==> config.mk <==
export PLATFORM = sky130hd
export DESIGN_NAME = light_level_block_controller
export DESIGN_NICKNAME = d
export VERILOG_FILES = /design/src/hw/rtl/llbc_pkg.sv /design/src/hw/rtl/light_level_block_controller.sv /design/src/hw/rtl/llbc_muldiv.sv
export SDC_FILE = /design/constraint.sdc
export NUM_CORES = 2
export LEC_CHECK = 0
export ABC_CLOCK_PERIOD_IN_PS = 12340
export BUFFER_PORTS_ARGS = -buffer_cell sky130_fd_sc_hd__buf_2
export CORE_MARGIN = 1.5
export CORE_UTILIZATION = 55
export CTS_CLUSTER_SIZE = 28
export DETAILED_ROUTE_END_ITERATION = 6
export PLACE_DENSITY = 0.73
export SLEW_MARGIN = 20
export SYNTH_ARGS = -nofsm -noshare
export SYNTH_HDL_FRONTEND = slang
export SYNTH_SLANG_ARGS = --single-unit
==> constraint.sdc <==
create_clock -name clk_i -period 12.34 [get_ports clk_i]
set_input_delay 1.234 -clock clk_i [delete_from_list [all_inputs] [get_ports clk_i]]
set_output_delay 1.234 -clock clk_i [all_outputs]
set_load 0.01 [all_outputs]
==> src/hw/rtl/llbc_pkg.sv <==
package llbc_pkg;

  // Shared multiply-divide unit: q = (a * b) / d, truncated
  localparam int unsigned A_W   = 22;  // block sum at the largest block size
  localparam int unsigned B_W   = 12;
  localparam int unsigned D_W   = 12;
  localparam int unsigned NUM_W = 24;  // every product stays below 2**24
  localparam int unsigned Q_W   = 12;  // every quotient stays below 2**12

  // Every divisor is a constant: the estimate (a * b * m) >> RCP_SH with
  // m = 2**RCP_SH / d is low by at most one while a * b < 2**RCP_SH, and one
  // compare against the remainder fixes it.
  localparam int unsigned RCP_SH = 24;
  localparam int unsigned RCP_W  = 25;  // m = 2**24 for d = 1

  localparam logic [RCP_W-1:0] RCP_4095 = RCP_W'((1 << RCP_SH) / 4095);
  localparam logic [RCP_W-1:0] RCP_3133 = RCP_W'((1 << RCP_SH) / 3133);
  localparam logic [RCP_W-1:0] RCP_3300 = RCP_W'((1 << RCP_SH) / 3300);
  localparam logic [RCP_W-1:0] RCP_662  = RCP_W'((1 << RCP_SH) / 662);
  localparam logic [RCP_W-1:0] RCP_349  = RCP_W'((1 << RCP_SH) / 349);
  localparam logic [RCP_W-1:0] RCP_627  = RCP_W'((1 << RCP_SH) / 627);
  localparam logic [RCP_W-1:0] RCP_655  = RCP_W'((1 << RCP_SH) / 655);
  localparam logic [RCP_W-1:0] RCP_415  = RCP_W'((1 << RCP_SH) / 415);

  typedef struct packed {
    logic             start;
    logic [A_W-1:0]   a;
    logic [B_W-1:0]   b;
    logic [D_W-1:0]   d;
    logic [RCP_W-1:0] m;
  } llbc_req_t;

  typedef struct packed {
    logic             done;
    logic [Q_W-1:0]   q;
  } llbc_rsp_t;

  // Register map, index = paddr[3:2]
  localparam logic [1:0] REG_DESIRED  = 2'd0;
  localparam logic [1:0] REG_ACTIVE   = 2'd1;
  localparam logic [1:0] REG_DEADBAND = 2'd2;

endpackage

==> src/hw/rtl/light_level_block_controller.sv <==
// Light level block controller.
// Input channel: one 12-bit sensor sample per item (in_valid_i / in_ready_o).
// Output channel: one result item per completed block of SAMPLES_PER_BLOCK
// samples (out_valid_o / out_ready_i): average code, millivolts, lux,
// calibrated ambient percent, error, lamp duty and DAC code.
// APB port: desired percent at 0x0, system active at 0x4, deadband at 0x8.
// While system active is 0, samples are taken and dropped and the partial
// block is cleared; toggling system active clears it as well.
// Flow: a sample that does not close a block leaves in_ready_o high. The
// sample that closes a block starts five passes through one shared
// multiplier (operand product, reciprocal product, back product, then a
// one-step correction); the calibration pass is skipped at the ends of
// the range. in_ready_o stays low from that sample until the result is
// written into the output register.
// The result sits in an output register: if the receiver stalls, the block
// keeps taking samples and stalls only when the next result is done.
// Reset: desired 50, inactive, deadband 2, sum and count cleared, no result.
module light_level_block_controller
  import llbc_pkg::*;
#(
  parameter int unsigned SAMPLES_PER_BLOCK = 64
) (
  input  logic        clk_i,
  input  logic        rst_ni,
  input  logic        psel,
  input  logic        penable,
  input  logic        pwrite,
  input  logic [3:0]  paddr,
  input  logic [31:0] pwdata,
  output logic [31:0] prdata,
  output logic        pready,
  input  logic        in_valid_i,
  output logic        in_ready_o,
  input  logic [11:0] sample_i,
  output logic        out_valid_o,
  input  logic        out_ready_i,
  output logic [11:0] average_code_o,
  output logic [11:0] millivolts_o,
  output logic [9:0]  lux_o,
  output logic [6:0]  ambient_percent_o,
  output logic signed [7:0] error_percent_o,
  output logic [6:0]  duty_percent_o,
  output logic [9:0]  dac_code_o
);

  localparam int unsigned SUM_W = 12 + $clog2(SAMPLES_PER_BLOCK);
  localparam int unsigned CNT_W = (SAMPLES_PER_BLOCK > 1) ? $clog2(SAMPLES_PER_BLOCK) : 1;
  localparam logic [CNT_W-1:0] LAST_CNT = CNT_W'(SAMPLES_PER_BLOCK - 1);
  localparam logic [RCP_W-1:0] RCP_BLOCK = RCP_W'((1 << RCP_SH) / SAMPLES_PER_BLOCK);

  typedef enum logic [2:0] {
    S_IDLE,
    S_AVG,
    S_MV,
    S_LUX,
    S_SEG,
    S_DAC,
    S_OUT
  } state_e;

  typedef struct packed {
    logic             direct;
    logic [6:0]       pct;
    logic [11:0]      base_mv;
    logic [11:0]      span_mv;
    logic [RCP_W-1:0] rcp;
    logic [6:0]       base_pct;
    logic [4:0]       span_pct;
  } seg_t;

  // piecewise-linear mV -> percent calibration
  function automatic seg_t seg_lookup(input logic [11:0] mv);
    seg_t s;
    s = '0;
    if (mv == 12'd0) begin
      s.direct = 1'b1;
      s.pct    = 7'd0;
    end else if (mv <= 12'd425) begin
      s.direct = 1'b1;
      s.pct    = 7'd1;
    end else if (mv <= 12'd1087) begin
      s.base_mv = 12'd425;  s.span_mv = 12'd662; s.base_pct = 7'd1;  s.span_pct = 5'd19;
      s.rcp     = RCP_662;
    end else if (mv <= 12'd1436) begin
      s.base_mv = 12'd1087; s.span_mv = 12'd349; s.base_pct = 7'd20; s.span_pct = 5'd10;
      s.rcp     = RCP_349;
    end else if (mv <= 12'd2063) begin
      s.base_mv = 12'd1436; s.span_mv = 12'd627; s.base_pct = 7'd30; s.span_pct = 5'd20;
      s.rcp     = RCP_627;
    end else if (mv <= 12'd2718) begin
      s.base_mv = 12'd2063; s.span_mv = 12'd655; s.base_pct = 7'd50; s.span_pct = 5'd25;
      s.rcp     = RCP_655;
    end else if (mv <= 12'd3133) begin
      s.base_mv = 12'd2718; s.span_mv = 12'd415; s.base_pct = 7'd75; s.span_pct = 5'd25;
      s.rcp     = RCP_415;
    end else begin
      s.direct = 1'b1;
      s.pct    = 7'd100;
    end
    return s;
  endfunction

  state_e           state_q;
  logic             issued_q;
  logic [SUM_W-1:0] sum_q;
  logic [CNT_W-1:0] cnt_q;
  logic [6:0]       desired_q;
  logic             active_q;
  logic [6:0]       deadband_q;

  logic [11:0]      avg_q;
  logic [11:0]      mv_q;
  logic [9:0]       lux_q;
  logic [6:0]       amb_q;
  logic [9:0]       dac_q;

  logic             out_valid_q;
  logic [11:0]      out_avg_q;
  logic [11:0]      out_mv_q;
  logic [9:0]       out_lux_q;
  logic [6:0]       out_amb_q;
  logic [7:0]       out_err_q;
  logic [6:0]       out_duty_q;
  logic [9:0]       out_dac_q;

  llbc_req_t        req;
  llbc_rsp_t        rsp;
  seg_t             seg;
  logic             cfg_wr;
  logic [SUM_W-1:0] sum_next;
  logic [6:0]       desired_c;
  logic [7:0]       err;
  logic [6:0]       duty;

  llbc_muldiv u_muldiv (
    .clk_i  (clk_i),
    .rst_ni (rst_ni),
    .req_i  (req),
    .rsp_o  (rsp)
  );

  assign seg      = seg_lookup(mv_q);
  assign cfg_wr   = psel && penable && pwrite;
  assign sum_next = sum_q + SUM_W'(sample_i);

  // error and duty from the calibrated ambient level
  always_comb begin
    desired_c = (desired_q > 7'd100) ? 7'd100 : desired_q;
    err       = {1'b0, desired_c} - {1'b0, amb_q};
    if (err[7] || err == 8'd0) begin
      duty = 7'd0;
    end else if (desired_c > deadband_q && err <= {1'b0, deadband_q}) begin
      duty = 7'd0;
    end else if (err >= 8'd100) begin
      duty = 7'd100;
    end else begin
      duty = err[6:0];
    end
  end

  // operand select for the shared unit
  always_comb begin
    req       = '0;
    req.start = !issued_q && state_q != S_IDLE && state_q != S_OUT;
    case (state_q)
      S_AVG: begin
        req.a = A_W'(sum_q);
        req.b = B_W'(1);
        req.d = D_W'(SAMPLES_PER_BLOCK);
        req.m = RCP_BLOCK;
      end
      S_MV: begin
        req.a = A_W'(avg_q);
        req.b = B_W'(3300);
        req.d = D_W'(4095);
        req.m = RCP_4095;
      end
      S_LUX: begin
        req.a = A_W'(mv_q);
        req.b = B_W'(776);
        req.d = D_W'(3133);
        req.m = RCP_3133;
      end
      S_SEG: begin
        req.a = A_W'(mv_q - seg.base_mv);
        req.b = B_W'(seg.span_pct);
        req.d = seg.span_mv;
        req.m = seg.rcp;
      end
      S_DAC: begin
        req.a = A_W'(lux_q);
        req.b = B_W'(1023);
        req.d = D_W'(3300);
        req.m = RCP_3300;
      end
      default: ;
    endcase
  end

  always_ff @(posedge clk_i or negedge rst_ni) begin
    if (!rst_ni) begin
      state_q     <= S_IDLE;
      issued_q    <= 1'b0;
      sum_q       <= '0;
      cnt_q       <= '0;
      desired_q   <= 7'd50;
      active_q    <= 1'b0;
      deadband_q  <= 7'd2;
      out_valid_q <= 1'b0;
    end else begin
      if (out_valid_q && out_ready_i) begin
        out_valid_q <= 1'b0;
      end

      unique case (state_q)
        S_IDLE: begin
          if (in_valid_i) begin
            if (!active_q) begin
              sum_q <= '0;
              cnt_q <= '0;
            end else if (cnt_q == LAST_CNT) begin
              sum_q   <= sum_next;
              cnt_q   <= '0;
              state_q <= S_AVG;
            end else begin
              sum_q <= sum_next;
              cnt_q <= cnt_q + 1'b1;
            end
          end
        end
        S_AVG, S_MV, S_LUX, S_SEG, S_DAC: begin
          if (!issued_q) begin
            issued_q <= 1'b1;
          end else if (rsp.done) begin
            issued_q <= 1'b0;
            unique case (state_q)
              S_AVG: begin
                avg_q   <= rsp.q;
                sum_q   <= '0;
                state_q <= S_MV;
              end
              S_MV: begin
                mv_q    <= rsp.q;
                state_q <= S_LUX;
              end
              S_LUX: begin
                lux_q <= rsp.q[9:0];
                if (seg.direct) begin
                  amb_q   <= seg.pct;
                  state_q <= S_DAC;
                end else begin
                  state_q <= S_SEG;
                end
              end
              S_SEG: begin
                amb_q   <= seg.base_pct + rsp.q[6:0];
                state_q <= S_DAC;
              end
              default: begin
                dac_q   <= (rsp.q > 12'd1023) ? 10'd1023 : rsp.q[9:0];
                state_q <= S_OUT;
              end
            endcase
          end
        end
        S_OUT: begin
          if (!out_valid_q || out_ready_i) begin
            out_valid_q <= 1'b1;
            out_avg_q   <= avg_q;
            out_mv_q    <= mv_q;
            out_lux_q   <= lux_q;
            out_amb_q   <= amb_q;
            out_err_q   <= err;
            out_duty_q  <= duty;
            out_dac_q   <= dac_q;
            state_q     <= S_IDLE;
          end
        end
        default: state_q <= S_IDLE;
      endcase

      if (cfg_wr) begin
        unique case (paddr[3:2])
          REG_DESIRED:  desired_q <= pwdata[6:0];
          REG_ACTIVE: begin
            if (pwdata[0] != active_q) begin
              sum_q <= '0;
              cnt_q <= '0;
            end
            active_q <= pwdata[0];
          end
          REG_DEADBAND: deadband_q <= pwdata[6:0];
          default: ;
        endcase
      end
    end
  end

  always_comb begin
    prdata = '0;
    unique case (paddr[3:2])
      REG_DESIRED:  prdata = 32'(desired_q);
      REG_ACTIVE:   prdata = 32'(active_q);
      REG_DEADBAND: prdata = 32'(deadband_q);
      default:      prdata = '0;
    endcase
  end

  assign pready            = 1'b1;
  assign in_ready_o        = (state_q == S_IDLE);
  assign out_valid_o       = out_valid_q;
  assign average_code_o    = out_avg_q;
  assign millivolts_o      = out_mv_q;
  assign lux_o             = out_lux_q;
  assign ambient_percent_o = out_amb_q;
  assign error_percent_o   = out_err_q;
  assign duty_percent_o    = out_duty_q;
  assign dac_code_o        = out_dac_q;

endmodule

==> src/hw/rtl/llbc_muldiv.sv <==
module llbc_muldiv
  import llbc_pkg::*;
(
  input  logic      clk_i,
  input  logic      rst_ni,
  input  llbc_req_t req_i,
  output llbc_rsp_t rsp_o
);

  localparam int unsigned PRD_W = NUM_W + RCP_W;

  typedef enum logic [2:0] {
    U_IDLE,
    U_MUL,
    U_RCP,
    U_BACK,
    U_FIX
  } ustate_e;

  ustate_e            state_q;
  logic [A_W-1:0]     a_q;
  logic [B_W-1:0]     b_q;
  logic [D_W-1:0]     d_q;
  logic [RCP_W-1:0]   m_q;
  logic [NUM_W-1:0]   num_q;
  logic [NUM_W-1:0]   rem_q;
  logic [Q_W-1:0]     quo_q;
  logic               done_q;

  logic [NUM_W-1:0]   mul_x;
  logic [RCP_W-1:0]   mul_y;
  logic [PRD_W-1:0]   prod;

  // one multiplier, operands picked by the current step
  always_comb begin
    mul_x = '0;
    mul_y = '0;
    unique case (state_q)
      U_MUL: begin
        mul_x = NUM_W'(a_q);
        mul_y = RCP_W'(b_q);
      end
      U_RCP: begin
        mul_x = num_q;
        mul_y = m_q;
      end
      U_BACK: begin
        mul_x = NUM_W'(quo_q);
        mul_y = RCP_W'(d_q);
      end
      default: ;
    endcase
  end

  assign prod = mul_x * mul_y;

  always_ff @(posedge clk_i or negedge rst_ni) begin
    if (!rst_ni) begin
      state_q <= U_IDLE;
      done_q  <= 1'b0;
    end else begin
      done_q <= 1'b0;
      unique case (state_q)
        U_IDLE: begin
          if (req_i.start) begin
            a_q     <= req_i.a;
            b_q     <= req_i.b;
            d_q     <= req_i.d;
            m_q     <= req_i.m;
            state_q <= U_MUL;
          end
        end
        U_MUL: begin
          num_q   <= prod[NUM_W-1:0];
          state_q <= U_RCP;
        end
        U_RCP: begin
          // quotient estimate, exact or one low
          quo_q   <= prod[RCP_SH +: Q_W];
          state_q <= U_BACK;
        end
        U_BACK: begin
          rem_q   <= num_q - prod[NUM_W-1:0];
          state_q <= U_FIX;
        end
        U_FIX: begin
          if (rem_q >= NUM_W'(d_q)) begin
            quo_q <= quo_q + 1'b1;
          end
          done_q  <= 1'b1;
          state_q <= U_IDLE;
        end
        default: state_q <= U_IDLE;
      endcase
    end
  end

  assign rsp_o.done = done_q;
  assign rsp_o.q    = quo_q;

endmodule
==> flow_summary_export.csv <==
group,metric,value,unit
timing,finalSetupTns,0,ns
setup_path,critPathCaptureType,"flop",
logic_synthesis,avgSynthCellArea,9.61,um^2
place,globalplace.congestion,0.968,
clocking,cts-root-buf,"clkbuf_16",
clocking,cts.path.max_buffers,3,
timing,slew_violations,0,
logic_synthesis,synth_warnings,0,
routing,avgRoutedWirePerCell,21.2,um
setup_path,r2r_slack,1.92,ns
cells_and_area,multiInputGateArea,17400,um^2
setup_path,max_stage_delay,0.79,ns
clocking,path_clk_slew,0.06,ns
setup_path,worst_path_max_delay_cell,"dfrtp_2",
timing,rsz0062_at_grt,"no",
timing,hold_viol,0,
timing,max_clock_freq,96.0,MHz
routing,wl_met2,34500,um
min_path,holdCritPathClass,"reg2reg",
place,port_buffers,102,
routing,route.detailed.drc,0,
global_route,grt_max_degree,67,
global_route,grt_usage,0.302,
setup_path,cp.arrival,10.74,ns
clocking,insertion_delay,0.58,ns
timing,fin_crit,10.42,ns
logic_synthesis,ys_top_cells_by_count,"inv_1 (471), nand2_1 (357), fa_1 (322), nor2_1 (291), edfxtp_1 (231)",
global_route,overflow,0,
setup_path,timing.rr.end,"u_muldiv.rem_q[23]",
routing,ant_nets,0,
routing,routed-wl-met3,8190,um
global_route,antenna_found_initial,0,
job,drv_cap,0,
logic_synthesis,ys_seq_area_frac,0.293,
logic_synthesis,yosysMostFrequentCell,"inv_1",
timing,relSlewSlack,0.291,
cells_and_area,antenna_cells,0,
floorplanning,core,50100,um^2
setup_path,crit_type,"reg2reg",
logic_synthesis,syn_inst,2893,
logic_synthesis,synthTopCellsByArea,"edfxtp_1 (25%), fa_1 (23%), ha_1 (9.9%)",
clocking,htree_levels,1,
outcome,outcome,"finished clean",
cells_and_area,final_util,0.599,
clocking,cts_sinks,279,
timing,layout_setup_ws,1.92,ns
setup_path,r2r-start,"u_muldiv.state_q[1]",
clocking,cts_buffers,31,
cells_and_area,fillers,4264,
setup_path,crit_fanout,32,
logic_synthesis,syn_area,27800,um^2
place,dp_hpwl,60900,um
logic_synthesis,synthArstFlopShare,0.172,
logic_synthesis,synth_edf_count,231,
setup_path,critical_path_required,12.66,ns
routing,first_iter_violations,1952,
min_path,hold_end,"dac_code_o[8]",
clocking,cts_tree,"done",
logic_synthesis,yosysTopAreaCell,"edfxtp_1",
routing,routed.top_layer,"met4",
logic_synthesis,synth_top_area_frac,0.249,
cells_and_area,area_growth,7.88,%
clocking,ctsHoldBuffers,0,
logic_synthesis,ys_seq_elements,279,
routing,wl,77500,um
cells_and_area,register_area,8150,um^2
clocking,post_cts_resized,0,
global_route,grt_pass1_vias,21624,
routing,met1_length,31600,um
timing,setup_violations,0,
setup_path,reg2regPathDepth,35,
floorplanning,die_width,228,um
floorplanning,num_rows,82,
min_path,hold_start,"dac_q[8]",
logic_synthesis,synth.distinct_cells,83,
logic_synthesis,synth_top_flop_cell,"edfxtp_1",
timing,worst_pin_slew,1.06,ns
min_path,hold-path-cell-count,0,
cells_and_area,drive_gt1_frac,0.0890,
setup_path,cp-start-kind,"flop",
floorplanning,initial_core_util,0.555,
global_route,grt_pass1_wl,121000,um
floorplanning,io_pins,156,
place,pre_cts_ws,1.62,ns
clocking,post_cts_buffers,0,
routing,num_vias,21212,
floorplanning,dieArea,51900,um^2
cells_and_area,nNetsFinal,3551,
timing,fin_worst_skew,0.0125,ns
timing,finalCritPeriodShare,0.845,
routing,vias_per_cell,5.81,
routing,drtPass1Iterations,6,
floorplanning,die_h,228,um
==> through the flow <==
step,cells,cell area [um^2],hold WS [ns]
after CTS,3649,30000,0.422
after global placement,3593,29000,0.404
after floorplan,2917,27900,0.400
after detailed placement,3593,29000,0.405
final,3649,30000,0.420
after global routing,3649,30000,0.424
==> cells by family (layout without fill, tap and decap cells) <==
family          Yosys count  after routing  synth area share
simple gates            878            878             0.138
buf+inv                 608            668            0.0856
fa+ha+maj               547            547             0.333
compound gates          435            435             0.101
flops                   279            279             0.293
xor+xnor                 91             91            0.0287
mux                      53             53            0.0208
other cells               2             26          0.000270
==> state kept, by name, summed over array words and instances (netlist names), 11 cells and up <==
name,count
average_code_o,12
avg_q,12
millivolts_o,12
mv_q,12
sum_q,18
u_muldiv.a_q,19
u_muldiv.d_q,11
u_muldiv.m_q,16
u_muldiv.num_q,24
u_muldiv.quo_q,12
u_muldiv.rem_q,24
==> cells in the final DEF, fill, tap and decap left out, types with 63 or more instances in the layout <==
cell and instances:
a21o_1 65, fa_1 322, nor2_1 290, o21ai_0 80, a21oi_1 108, nand2_1 357, ha_1 220, edfxtp_1 231
inv_1 471, xnor2_1 63, buf_2 102
==> worst max path at each step <==
stage	start	end	slack [ns]
after floorplan	u_muldiv.state_q[1]	u_muldiv.rem_q[23]	2.99
after global routing	u_muldiv.state_q[1]	u_muldiv.rem_q[23]	1.37
final	u_muldiv.state_q[1]	u_muldiv.rem_q[23]	1.92
after detailed placement	u_muldiv.state_q[1]	u_muldiv.rem_q[23]	1.62
after CTS	u_muldiv.state_q[1]	u_muldiv.rem_q[23]	1.60
after global placement	u_muldiv.state_q[1]	u_muldiv.rem_q[23]	1.79
==> worst max-delay path: cells and delay by family, from the launching register on <==
kind | cells | cell delay (ns)
fa+ha+maj | 12 | 4.91
compound gates | 9 | 2.27
simple gates | 6 | 1.31
flops | 1 | 0.79
buf+inv | 7 | 0.69
xor+xnor | 1 | 0.16
==> area by class of cell <==
cell class / instances / area share
multi-input combinational: 2030 / 0.581
sequential: 279 / 0.272
inverter: 472 / 0.0591
tap: 672 / 0.0280
timing repair buffer: 140 / 0.0265
clock buffer: 35 / 0.0264
clock inverter: 21 / 0.00751
==> per-layer routing <==
metal / GRT usage / vias to the layer above
li1: - / 9524
met1: 0.415 / 10452
met3: 0.0761 / 215
met5: 0 / -
met4: 0.117 / 0
met2: 0.462 / 1021
Power is not shown: default switching activity piles up to over one toggle a cycle in this logic, so the estimate is an artifact.
